[src/sv/bde_pkg.sv]
// Shared widths, defaults and reset values for the button debounce event block.
package bde_pkg;

	// Fixed field widths of the scan and result words
	localparam int NOW_W   = 32;
	localparam int FIELD_W = 7;
	localparam int DBT_W   = 16;
	localparam int FIRST_W = 3;

	// Defaults for the top-level parameters
	localparam int DEF_NUM_BUTTONS = 7;
	localparam int DEF_TIME_BITS   = 32;

	// Debounce time after reset, in ticks
	localparam logic [DBT_W-1:0] DBT_RESET = 16'd50;

endpackage

[src/sv/bde_lanes.sv]
// Per-button debounce state, lockout timers and latched press/release flags.
module bde_lanes #(
	parameter int NUM_BUTTONS = bde_pkg::DEF_NUM_BUTTONS,
	parameter int TIME_BITS   = bde_pkg::DEF_TIME_BITS
) (
	input  logic                          clk,
	input  logic                          arst_n,
	input  logic                          scan_en,
	input  logic [TIME_BITS-1:0]          now_t,
	input  logic [NUM_BUTTONS-1:0]        level_pressed,
	input  logic [NUM_BUTTONS-1:0]        ack_p,
	input  logic [NUM_BUTTONS-1:0]        ack_r,
	input  logic [bde_pkg::DBT_W-1:0]     dbt,
	output logic [NUM_BUTTONS-1:0]        held_nx,
	output logic [NUM_BUTTONS-1:0]        press_nx,
	output logic [NUM_BUTTONS-1:0]        release_nx
);
	import bde_pkg::*;

	localparam int CMP_W = (TIME_BITS > DBT_W) ? TIME_BITS : DBT_W;

	logic [NUM_BUTTONS-1:0] debounced_q;
	logic [NUM_BUTTONS-1:0] press_q;
	logic [NUM_BUTTONS-1:0] release_q;
	logic [TIME_BITS-1:0]   stamp_q [NUM_BUTTONS];
	logic [NUM_BUTTONS-1:0] change;
	logic [TIME_BITS-1:0]   elapsed [NUM_BUTTONS];

	// Clear acknowledged flags, then accept changes that are past the lockout
	always_comb begin
		for (int i = 0; i < NUM_BUTTONS; i++) begin
			elapsed[i] = now_t - stamp_q[i];
			change[i]  = (level_pressed[i] != debounced_q[i]) &&
			             (CMP_W'(elapsed[i]) >= CMP_W'(dbt));
			held_nx[i]    = change[i] ? level_pressed[i] : debounced_q[i];
			press_nx[i]   = (press_q[i] & ~ack_p[i]) | (change[i] & level_pressed[i]);
			release_nx[i] = (release_q[i] & ~ack_r[i]) | (change[i] & ~level_pressed[i]);
		end
	end

	// Commit the scan
	always_ff @(posedge clk or negedge arst_n) begin
		if (!arst_n) begin
			debounced_q <= '0;
			press_q     <= '0;
			release_q   <= '0;
			for (int i = 0; i < NUM_BUTTONS; i++) begin
				stamp_q[i] <= '0;
			end
		end else if (scan_en) begin
			debounced_q <= held_nx;
			press_q     <= press_nx;
			release_q   <= release_nx;
			for (int i = 0; i < NUM_BUTTONS; i++) begin
				if (change[i]) begin
					stamp_q[i] <= now_t;
				end
			end
		end
	end

	// Debounced state only moves on a scan
	a_state_only_on_scan: assert property (@(posedge clk) disable iff (!arst_n)
		!scan_en |=> $stable(debounced_q))
		else $error("debounced state changed without a scan");

	// A new press flag needs a button that is now held
	a_press_needs_held: assert property (@(posedge clk) disable iff (!arst_n)
		(scan_en && ((press_nx & ~press_q) != '0)) |->
		((press_nx & ~press_q & ~held_nx) == '0))
		else $error("press flag raised on a released button");

endmodule

[src/sv/bde_first.sv]
// Priority encoder for the lowest-numbered held button.
module bde_first #(
	parameter int NUM_BUTTONS = bde_pkg::DEF_NUM_BUTTONS
) (
	input  logic [NUM_BUTTONS-1:0]      held_vec,
	output logic [bde_pkg::FIRST_W-1:0] first
);
	import bde_pkg::*;

	// Scan from the top down so the lowest held button wins
	always_comb begin
		first = '0;
		for (int i = NUM_BUTTONS - 1; i >= 0; i--) begin
			if (held_vec[i]) begin
				first = FIRST_W'(i + 1);
			end
		end
	end

endmodule

[src/sv/button_debounce_events_top.sv]
// Top level of the button debounce event block: handshakes, scan and result registers.
//
//   channel | direction | handshake           | word
//   in      | input     | in_valid/in_stall   | now_ms, pin_levels, ack_pressed, ack_released
//   out     | output    | out_valid/out_stall | held, press_flags, release_flags, first_held
//   cfg     | input     | cfg_valid/cfg_ready | debounce_time
//
// One scan a cycle unless out_stall holds the result register; a scan's result is offered
// from the edge after it is taken, later only while the result register is stalled.
// The input register is evaluated and committed to the button state as it advances,
// the result register then holds the word until the consumer takes it.
// Reset clears every button (released, no flags, stamp zero) and sets the
// debounce time to 50. An out_stall backs up into in_stall in the same cycle.
module button_debounce_events_top #(
	parameter int NUM_BUTTONS = bde_pkg::DEF_NUM_BUTTONS,
	parameter int TIME_BITS   = bde_pkg::DEF_TIME_BITS
) (
	input  logic                          clk,
	input  logic                          arst_n,
	input  logic                          in_valid,
	output logic                          in_stall,
	input  logic [bde_pkg::NOW_W-1:0]     now_ms,
	input  logic [bde_pkg::FIELD_W-1:0]   pin_levels,
	input  logic [bde_pkg::FIELD_W-1:0]   ack_pressed,
	input  logic [bde_pkg::FIELD_W-1:0]   ack_released,
	output logic                          out_valid,
	input  logic                          out_stall,
	output logic [bde_pkg::FIELD_W-1:0]   held,
	output logic [bde_pkg::FIELD_W-1:0]   press_flags,
	output logic [bde_pkg::FIELD_W-1:0]   release_flags,
	output logic [bde_pkg::FIRST_W-1:0]   first_held,
	input  logic                          cfg_valid,
	output logic                          cfg_ready,
	input  logic [bde_pkg::DBT_W-1:0]     debounce_time
);
	import bde_pkg::*;

	logic                   valid_s1;
	logic [NOW_W-1:0]       now_s1;
	logic [FIELD_W-1:0]     pins_s1;
	logic [FIELD_W-1:0]     ackp_s1;
	logic [FIELD_W-1:0]     ackr_s1;
	logic                   valid_s2;
	logic [FIELD_W-1:0]     held_s2;
	logic [FIELD_W-1:0]     press_s2;
	logic [FIELD_W-1:0]     release_s2;
	logic [FIRST_W-1:0]     first_s2;
	logic [DBT_W-1:0]       dbt_q;

	logic                   s2_ready;
	logic                   s1_adv;
	logic [TIME_BITS-1:0]   now_t;
	logic [NUM_BUTTONS-1:0] level_pressed;
	logic [NUM_BUTTONS-1:0] ack_p;
	logic [NUM_BUTTONS-1:0] ack_r;
	logic [NUM_BUTTONS-1:0] held_nx;
	logic [NUM_BUTTONS-1:0] press_nx;
	logic [NUM_BUTTONS-1:0] release_nx;
	logic [FIELD_W-1:0]     held_w;
	logic [FIELD_W-1:0]     press_w;
	logic [FIELD_W-1:0]     release_w;
	logic [FIRST_W-1:0]     first_w;

	// Handshake control
	assign s2_ready  = !valid_s2 || !out_stall;
	assign s1_adv    = valid_s1 && s2_ready;
	assign in_stall  = valid_s1 && !s2_ready;
	assign cfg_ready = 1'b1;

	// Configuration register
	always_ff @(posedge clk or negedge arst_n) begin
		if (!arst_n) begin
			dbt_q <= DBT_RESET;
		end else if (cfg_valid && cfg_ready) begin
			dbt_q <= debounce_time;
		end
	end

	// Input register: take a word whenever not stalled
	always_ff @(posedge clk or negedge arst_n) begin
		if (!arst_n) begin
			valid_s1 <= 1'b0;
		end else if (!in_stall) begin
			valid_s1 <= in_valid;
		end
	end

	always_ff @(posedge clk) begin
		if (!in_stall && in_valid) begin
			now_s1  <= now_ms;
			pins_s1 <= pin_levels;
			ackp_s1 <= ack_pressed;
			ackr_s1 <= ack_released;
		end
	end

	// Fit the tick to the timer width
	if (TIME_BITS <= NOW_W) begin : g_time_trunc
		assign now_t = now_s1[TIME_BITS-1:0];
	end else begin : g_time_ext
		assign now_t = {{(TIME_BITS - NOW_W){1'b0}}, now_s1};
	end

	// Map pins and acks to buttons; buttons past the field width read as pressed
	for (genvar i = 0; i < NUM_BUTTONS; i++) begin : g_in_map
		if (i < FIELD_W) begin : g_live
			assign level_pressed[i] = ~pins_s1[i];
			assign ack_p[i]         = ackp_s1[i];
			assign ack_r[i]         = ackr_s1[i];
		end else begin : g_extra
			assign level_pressed[i] = 1'b1;
			assign ack_p[i]         = 1'b0;
			assign ack_r[i]         = 1'b0;
		end
	end

	bde_lanes #(
		.NUM_BUTTONS (NUM_BUTTONS),
		.TIME_BITS   (TIME_BITS)
	) u_lanes (
		.clk           (clk),
		.arst_n        (arst_n),
		.scan_en       (s1_adv),
		.now_t         (now_t),
		.level_pressed (level_pressed),
		.ack_p         (ack_p),
		.ack_r         (ack_r),
		.dbt           (dbt_q),
		.held_nx       (held_nx),
		.press_nx      (press_nx),
		.release_nx    (release_nx)
	);

	bde_first #(
		.NUM_BUTTONS (NUM_BUTTONS)
	) u_first (
		.held_vec (held_nx),
		.first    (first_w)
	);

	// Fit button vectors to the result fields
	for (genvar b = 0; b < FIELD_W; b++) begin : g_out_map
		if (b < NUM_BUTTONS) begin : g_live
			assign held_w[b]    = held_nx[b];
			assign press_w[b]   = press_nx[b];
			assign release_w[b] = release_nx[b];
		end else begin : g_pad
			assign held_w[b]    = 1'b0;
			assign press_w[b]   = 1'b0;
			assign release_w[b] = 1'b0;
		end
	end

	// Result register: hold while stalled
	always_ff @(posedge clk or negedge arst_n) begin
		if (!arst_n) begin
			valid_s2 <= 1'b0;
		end else if (s2_ready) begin
			valid_s2 <= valid_s1;
		end
	end

	always_ff @(posedge clk) begin
		if (s1_adv) begin
			held_s2    <= held_w;
			press_s2   <= press_w;
			release_s2 <= release_w;
			first_s2   <= first_w;
		end
	end

	assign out_valid     = valid_s2;
	assign held          = held_s2;
	assign press_flags   = press_s2;
	assign release_flags = release_s2;
	assign first_held    = first_s2;

	// Stall the input only when a word is waiting behind a full result register
	a_stall_cause: assert property (@(posedge clk) disable iff (!arst_n)
		in_stall |-> (valid_s1 && valid_s2 && out_stall))
		else $error("input stalled without a blocked result");

	// A scan moving on fills the result register on the next edge
	a_adv_fills: assert property (@(posedge clk) disable iff (!arst_n)
		s1_adv |=> valid_s2)
		else $error("scan committed but no result presented");

	// First held button agrees with the held vector
	a_first_consistent: assert property (@(posedge clk) disable iff (!arst_n)
		(out_valid && (NUM_BUTTONS <= FIELD_W)) |-> ((first_held == '0) == (held == '0)))
		else $error("first held button disagrees with held vector");

endmodule
[config.mk]
export PLATFORM = sky130hd
export DESIGN_NAME = button_debounce_events_top
export DESIGN_NICKNAME = d
export VERILOG_FILES = /design/src/sv/bde_pkg.sv /design/src/sv/bde_lanes.sv /design/src/sv/bde_first.sv /design/src/sv/button_debounce_events_top.sv
export SDC_FILE = /design/constraint.sdc
export NUM_CORES = 1
export LEC_CHECK = 0
export ABC_AREA = 1
export BUFFER_PORTS_ARGS = -buffer_cell sky130_fd_sc_hd__buf_2
export CORE_AREA = 2 2 267 269
export DETAILED_ROUTE_END_ITERATION = 8
export DIE_AREA = 0 0 269 271
export GPL_TIMING_DRIVEN = 0
export HOLD_SLACK_MARGIN = 0.05
export PLACE_DENSITY = 0.6
export REMOVE_ABC_BUFFERS = 1
export SLEW_MARGIN = 20
export SYNTH_ARGS = -nofsm -noshare
export SYNTH_HDL_FRONTEND = slang
export SYNTH_SLANG_ARGS = --single-unit
[constraint.sdc]
create_clock -name clk -period 10.8 [get_ports clk]
set_input_delay 1.62 -clock clk [delete_from_list [all_inputs] [get_ports clk]]
set_output_delay 1.62 -clock clk [all_outputs]
set_load 0.01 [all_outputs]
==> Word level (Yosys, flattened, before mapping) <==
Cells that the tools add are included.
W data, S select, Z words.
{ "op_classes": {"n_mux": 13, "magnitude_cmp": 7, "bitwise": 63, "n_reduce_logical": 23, "eq_ne": 7, "addsub": 7} }
{ "ops": {"columns": ["op", "n"], "rows": [
  ["$ge A32 B16 Y1", 7],
  ["$sub A32 B32 Y32", 7],
  ["$and A1 B1 Y1", 28],
  ["$not A1 Y1", 21],
  ["$or A1 B1 Y1", 14],
  ["$reduce_and A2 Y1", 7],
  ["$mux W3", 4],
  ["$logic_and A1 B1 Y1", 10],
  ["$mux W1", 7],
  ["$ne A1 B1 Y1", 7],
  ["$logic_not A1 Y1", 4],
  ["$mux W2", 2],
  ["$reduce_or A3 Y1", 1],
  ["$logic_or A1 B1 Y1", 1]
]} }
{ "totals": {"ff_bits": 340, "out_inout_bits": 27, "input_bits": 74, "elab_cells": 142} }

==> Depth between registers and ports, before layout <==
{ "logic_depth": {"ltp_word": 10, "depth_mapped": 30, "mapped_depth_nobuf": 30} }

==> Hierarchy <==
A second synthesis with hierarchy kept.
{ "unflattened": {"cells_unflattened": 5517, "area_unflattened_um2": 33692.3} }
{ "by_module_without_submodules": {"columns": ["mod", "seq_area_each_um2", "cells_per_inst", "area_each_um2", "instances"], "rows": [
  ["bde_lanes", 6130.9, 5334, 30516.8, 1],
  ["button_debounce_events_top", 2766.4, 165, 3093.0, 1],
  ["bde_first", 0.0, 18, 82.6, 1]
]} }

==> Least setup slack after synthesis <==
Ideal clock, no wire load.
{ "synth_timing": {"path_kind": "flip-flop to flip-flop", "start": "register now_s1[1]", "end": "register first_s2[1], in the netlist first_held[1], data pin", "n_path_buf": 0, "arrival_time_ns": 3.558, "setup_time_ns": 0.256, "slack_ns": 6.987, "required_time_ns": 10.544, "stages_incl_launch_ff": 25, "synth_period_minus_slack_ns": 3.813, "path_cell_list": "edfxtp_1 inv_1 fa_1 nand3b_1 nand2_1 nand2_1 nand2_1 nand3_1 nand2_1 xor2_1 ha_1 nand2_1 a21oi_1 a211oi_1 nand2_1 nor2_1 nand2_1 nor2_1 nand2_1 nor2_1 nand3_2 nand2_1 nand2_1 nand3_1 a21oi_1"} }
{ "synth_between": {"elab_chain_cells": 10, "elab_cells_between_ends": 34, "classes_between": "7 x add/sub; 7 x order compare; 13 x mux; 7 x reduce/logical"} }
{ "synth_lines": {"columns": ["item", "line", "rtl"], "rows": [
  ["from (decl)", "button_debounce_events_top.sv:39", "logic [NOW_W-1:0] now_s1;"],
  ["from (signal assigned)", "button_debounce_events_top.sv:90", "now_s1 <= now_ms;"],
  ["$sub A32 B32 Y32", "bde_lanes.sv:32", "elapsed[i] = now_t - stamp_q[i];"],
  ["$ge A32 B16 Y1", "bde_lanes.sv:34", "(CMP_W'(elapsed[i]) >= CMP_W'(dbt));"],
  ["$logic_and A1 B1 Y1", "bde_lanes.sv:33", "change[i] = (level_pressed[i] != debounced_q[i]) &&"],
  ["$mux W1", "bde_lanes.sv:35", "held_nx[i] = change[i] ? level_pressed[i] : debounced_q[i];"],
  ["$mux W3 (4 in a row)", "bde_first.sv:14", "if (held_vec[i]) begin"],
  ["$mux W2 (2 in a row)", "bde_first.sv:14", null],
  ["to (signal assigned)", "button_debounce_events_top.sv:168", "first_s2 <= first_w;"],
  ["to (decl)", "button_debounce_events_top.sv:47", "logic [FIRST_W-1:0] first_s2;"]
]} }
Parallel ways exist; a longest one is shown, timed or not.
A chain may end at the register's enable or synchronous reset.

==> Worst setup path after layout <==
{ "layout_timing": {"start": "register now_s1[14]", "end": "register u_lanes.stamp_q[97] (netlist name)"} }
{ "layout_between": {"elab_chain_cells": 4} }
{ "layout_lines": {"columns": ["item", "line", "rtl"], "rows": [
  ["$sub A32 B32 Y32", "bde_lanes.sv:32", null],
  ["$ge A32 B16 Y1", "bde_lanes.sv:34", null],
  ["$logic_and A1 B1 Y1", "bde_lanes.sv:33", null],
  ["$reduce_and A2 Y1 (no source line)", null, null],
  ["to (signal, indexed assignment)", "bde_lanes.sv:56", "stamp_q[i] <= now_t;"],
  ["to (decl)", "bde_lanes.sv:25", "logic [TIME_BITS-1:0] stamp_q [NUM_BUTTONS];"]
]} }
No other way between the ends.

==> implementation parameters <==
Parameter                              Value

Setup path
  Internal reg-to-reg setup slack ... 5.53 ns
  Critical-path maximum fanout ... 20
  Worst setup EP type ... register
  Setup Crit Path Kind ... reg -> reg
  Required time at the worst-slack endpoint ... 11.31 ns
  Critical path data arrival time ... 5.78 ns
  Startpoint kind of the worst setup timing path ... register

Floorplan
  Height of the die ... 271 um
  Initial core utilization ... 44.7%
  I/O pin count ... 101
  Die W ... 269 um
  Count of standard-cell rows ... 97
  Total die area ... 72900 um^2
  Floorplan Core Area ... 69800 um^2

Final layout
  Number of fill cells in the layout ... 7328
  Cell area after layout ... 34300 um^2
  Area added between synthesis and finish ... 9.90%
  Layout cell share with drive strength beyond 1 ... 6.54%
  Total area of sequential cells ... 8900 um^2
  Post-layout nets ... 5206
  Multi-input combinational cell area ... 18800 um^2
  Final Core Density ... 49.1%

Yosys
  Gate count after technology mapping ... 4693
  Portion of the post-synthesis area used by sequential elements ... 28.5%
  Proportion of synthesized flip-flops having asynchronous set or reset ... 77.4%
  Number of synthesized register bits ... 340
  Count of unique library cells instantiated by Yosys ... 58
  Number of flops mapped to enable cells by yosys ... 77
  Dominant synthesized flop cell ... sky130_fd_sc_hd__dfrtp_1
  Yosys warns ... 0
  Netlist area before placement ... 31200 um^2
  Avg Synthesized Cell Area ... 6.65 um^2

GRT
  Number of global-route vias before repair ... 27900
  Maximum number of pins on one net before global-route repair ... 86
  Routing usage on met3 ... 3.13%
  Wire length of the first global-routing pass ... 160000 um
  Initial antenna violation count ... 2
  GR met2 Demand/Resource ... 47.6%
  Most utilized layer in the global route result ... met2
  Met1 global-route usage ... 38.4%
  Aggregate global routing overflow ... 0
  Combined global-route utilization of all metal layers ... 28.6%

Clock tree
  Post-CTS Resized ... 0
  Clock sink total ... 340
  TritonCTS clock tree ... built
  Skew-Pair Late Insertion Delay ... 0.60 ns
  Number of buffers on the longest clock path ... 3
  Clock transition time at the flip-flop clock pins of the worst setup and hold paths ... 0.06 ns
  Root buf cell ... sky130_fd_sc_hd__clkbuf_16
  CTS buffer count ... 43
  Maximum level of the CTS H-tree ... 2
  Setup fix buffers added after clock tree synthesis ... 0
  Count of hold-fix buffers inserted at cts ... 0

STA
  Setup Skew ... 0.0227 ns
  Number of pins exceeding their max-slew limit in the final report ... 0
  Post-Route Hold Slack ... 0.480 ns
  Total Neg Setup Slack ... 0 ns
  Setup repair after global routing missed its margin ... no
  Fmax achieved ... 0.190 GHz
  Count of endpoints failing setup in the final report ... 0
  Worst Tran Pin Value ... 1.18 ns
  Worst max-slew margin expressed relative to the limit ... 21.6%
  Final worst slack ... 5.53 ns
  Final critical-path required period ... 5.27 ns
  Number of endpoints with negative hold slack in the final report ... 0
  Period Utilization, post-route ... 48.8%

Pwr
  Power density over the cells ... 301 nW/um^2
  Total leakage power ... 18.2 nW
  IR drop worst, VDD ... 142 uV

Route
  Initial DRC count ... 2289
  WL per Instance ... 18.0 um
  Post-Route WL ... 104000 um
  Via count ... 29700
  Number of vias per cell after detailed routing ... 5.15
  Iteration count of the initial detailed-routing pass ... 5
  Count of unresolved DRC violations after routing ... 0
  Post-detailed-route count of antenna-violating nets ... 0

Run status
  Status ... finished, final reports clean

Place
  Worst Setup Slack post-DPL ... 5.58 ns
  DP Area ... 32800 um^2
  Final estimated routing congestion in global placement ... 0.956
  Hpwl dp ... 81900 um
  Count of buffers inserted at the top-level ports ... 99

Hold path
  Type of the tightest min-delay check ... reg -> reg

Run
  Max-cap check violation count ... 0
layout by cell type, fill, tap and decap left out, types with 5 or more instances in the layout:
cell type / count
sky130_fd_sc_hd__o22ai_1: 11
sky130_fd_sc_hd__a211oi_1: 12
sky130_fd_sc_hd__o21ai_2: 56
sky130_fd_sc_hd__nor3_1: 59
sky130_fd_sc_hd__xor2_1: 95
sky130_fd_sc_hd__o21ai_0: 291
sky130_fd_sc_hd__a21o_1: 11
sky130_fd_sc_hd__nor2_2: 12
sky130_fd_sc_hd__o21bai_1: 15
sky130_fd_sc_hd__clkbuf_16: 44
sky130_fd_sc_hd__clkbuf_8: 5
sky130_fd_sc_hd__buf_2: 98
sky130_fd_sc_hd__nand4_1: 54
sky130_fd_sc_hd__inv_2: 5
sky130_fd_sc_hd__and2_1: 6
sky130_fd_sc_hd__clkbuf_1: 8
sky130_fd_sc_hd__nand2_2: 38
sky130_fd_sc_hd__ha_1: 329
sky130_fd_sc_hd__xnor2_1: 20
sky130_fd_sc_hd__edfxtp_1: 77
sky130_fd_sc_hd__nand3_1: 208
sky130_fd_sc_hd__clkinv_1: 6
sky130_fd_sc_hd__nor2_1: 384
sky130_fd_sc_hd__a21oi_1: 260
sky130_fd_sc_hd__nand3b_1: 30
sky130_fd_sc_hd__o21a_1: 15
sky130_fd_sc_hd__fa_1: 7
sky130_fd_sc_hd__a21boi_0: 6
sky130_fd_sc_hd__o21ai_1: 19
sky130_fd_sc_hd__nand2_1: 1492
sky130_fd_sc_hd__dfrtp_1: 260
sky130_fd_sc_hd__buf_16: 9
sky130_fd_sc_hd__inv_1: 819
cell usage after synthesis, types with 4 or more instances:
master | count | area, um^2
sky130_fd_sc_hd__dfrtp_1 | 260 | 6510
sky130_fd_sc_hd__nand3b_1 | 30 | 225
sky130_fd_sc_hd__fa_1 | 7 | 140
sky130_fd_sc_hd__nand2_1 | 1492 | 5600
sky130_fd_sc_hd__a211oi_1 | 12 | 90.1
sky130_fd_sc_hd__buf_6 | 12 | 135
sky130_fd_sc_hd__nand3_1 | 208 | 1040
sky130_fd_sc_hd__nand3_2 | 5 | 50.1
sky130_fd_sc_hd__inv_2 | 6 | 22.5
sky130_fd_sc_hd__and2_1 | 6 | 37.5
sky130_fd_sc_hd__o21ai_2 | 56 | 490
sky130_fd_sc_hd__o21ai_0 | 291 | 1460
sky130_fd_sc_hd__nor3_1 | 59 | 295
sky130_fd_sc_hd__nand2_2 | 38 | 238
sky130_fd_sc_hd__a21o_1 | 11 | 82.6
sky130_fd_sc_hd__o21a_1 | 15 | 113
sky130_fd_sc_hd__ha_1 | 329 | 4120
sky130_fd_sc_hd__buf_4 | 4 | 30.0
sky130_fd_sc_hd__nor4_1 | 4 | 25.0
sky130_fd_sc_hd__a21oi_2 | 4 | 35.0
sky130_fd_sc_hd__o22ai_1 | 11 | 68.8
sky130_fd_sc_hd__inv_1 | 820 | 3080
sky130_fd_sc_hd__xor2_1 | 95 | 832
sky130_fd_sc_hd__a21oi_1 | 260 | 1300
sky130_fd_sc_hd__nand4_1 | 54 | 338
sky130_fd_sc_hd__a21boi_0 | 6 | 45.0
sky130_fd_sc_hd__clkbuf_2 | 12 | 60.1
sky130_fd_sc_hd__nor2_2 | 12 | 75.1
sky130_fd_sc_hd__xnor2_1 | 20 | 175
sky130_fd_sc_hd__clkbuf_1 | 6 | 22.5
sky130_fd_sc_hd__o21bai_1 | 15 | 113
sky130_fd_sc_hd__o21ai_1 | 19 | 95.1
sky130_fd_sc_hd__nor2_1 | 384 | 1440
sky130_fd_sc_hd__edfxtp_1 | 77 | 2310
sky130_fd_sc_hd__buf_2 | 13 | 65.1
critical path, cell delays in order (launching register included):
cell and delay [ns]:
sky130_fd_sc_hd__edfxtp_1 1.09, sky130_fd_sc_hd__ha_1 0.45, sky130_fd_sc_hd__a21oi_1 0.24, sky130_fd_sc_hd__o21ai_0 0.18
sky130_fd_sc_hd__a21oi_1 0.17, sky130_fd_sc_hd__nand2_2 0.11, sky130_fd_sc_hd__xor2_1 0.16, sky130_fd_sc_hd__ha_1 0.29
sky130_fd_sc_hd__nand2_1 0.08, sky130_fd_sc_hd__nor2_1 0.05, sky130_fd_sc_hd__a211oi_1 0.32, sky130_fd_sc_hd__nand3_1 0.12
sky130_fd_sc_hd__nor2_1 0.16, sky130_fd_sc_hd__nand3b_1 0.09, sky130_fd_sc_hd__nor2_1 0.39, sky130_fd_sc_hd__nand3_1 0.13
sky130_fd_sc_hd__nand2_1 0.10, sky130_fd_sc_hd__inv_2 0.07, sky130_fd_sc_hd__o21ai_4 0.22, sky130_fd_sc_hd__buf_16 0.23
sky130_fd_sc_hd__buf_16 0.19, sky130_fd_sc_hd__buf_16 0.18, sky130_fd_sc_hd__nand2_1 0.06, sky130_fd_sc_hd__o21ai_1 0.07
worst paths after layout:
check                                       end                  from  cells after the start
hold / removal             u_lanes.release_q[0]  u_lanes.release_q[0]                      2
hold reg to reg            u_lanes.release_q[0]  u_lanes.release_q[0]                      2
setup / recovery            u_lanes.stamp_q[97]            now_s1[14]                     23
max in group asynchronous  u_lanes.stamp_q[151]                arst_n                      3
setup reg to reg            u_lanes.stamp_q[97]            now_s1[14]                     23
min in group asynchronous   u_lanes.stamp_q[14]                arst_n                      1
power by group:
group | internal (W) | switching, W
Sequential | 0.00178 | 0.000300
Clock | 0.000889 | 0.000621
Combinational | 0.00240 | 0.00434
Total | 0.00507 | 0.00526
routing by layer:
layer	wire, um	share of wire, %
met1	47200	45
met2	47800	46
met3	4980	4.8
met4	3850	3.7
met5	0	0
state kept, by name, summed over array words and instances (netlist names):
| signal | cells |
|---|---|
| first_held | 3 |
| dbt_q | 16 |
| u_lanes.stamp_q | 224 |
| valid_s1 | 1 |
| held | 7 |
| ack_r | 7 |
| out_valid | 1 |
| press_flags | 7 |
| ack_p | 7 |
| now_s1 | 32 |
| u_lanes.debounced_q | 7 |
| release_flags | 7 |
| u_lanes.press_q | 7 |
| pins_s1 | 7 |
| u_lanes.release_q | 7 |
area by class of cell:
class                   count  area share (%)
diodes                      1         0.00730
clock buffers              57            3.50
clock inverters            23           0.807
inverters                 826            9.06
multi-input cells        3476            55.0
flip-flops and latches    340            26.0
well taps                 940            3.43
repair buffers            109            2.26
stage by stage:
stage | power [W] | instances
after detailed placement | 0.00875 | 5691
final | 0.0103 | 5772
after CTS | 0.0103 | 5771
after global routing | 0.0115 | 5771
after global placement | 0.00864 | 5681
after floorplan | 0.00704 | 4642
logic make-up (layout without fill, tap and decap cells):
family | Yosys count | after routing | share of synthesized area, %
fa+ha+maj | 336 | 336 | 13.6
other cells | 1 | 2 | 0.0120
buf+inv | 877 | 1015 | 11.1
xor+xnor | 115 | 115 | 3.23
mux | 1 | 1 | 0.0361
flops | 340 | 340 | 28.5
compound gates | 713 | 713 | 12.9
simple gates | 2310 | 2310 | 30.6
(Power assumes the default switching activity.)
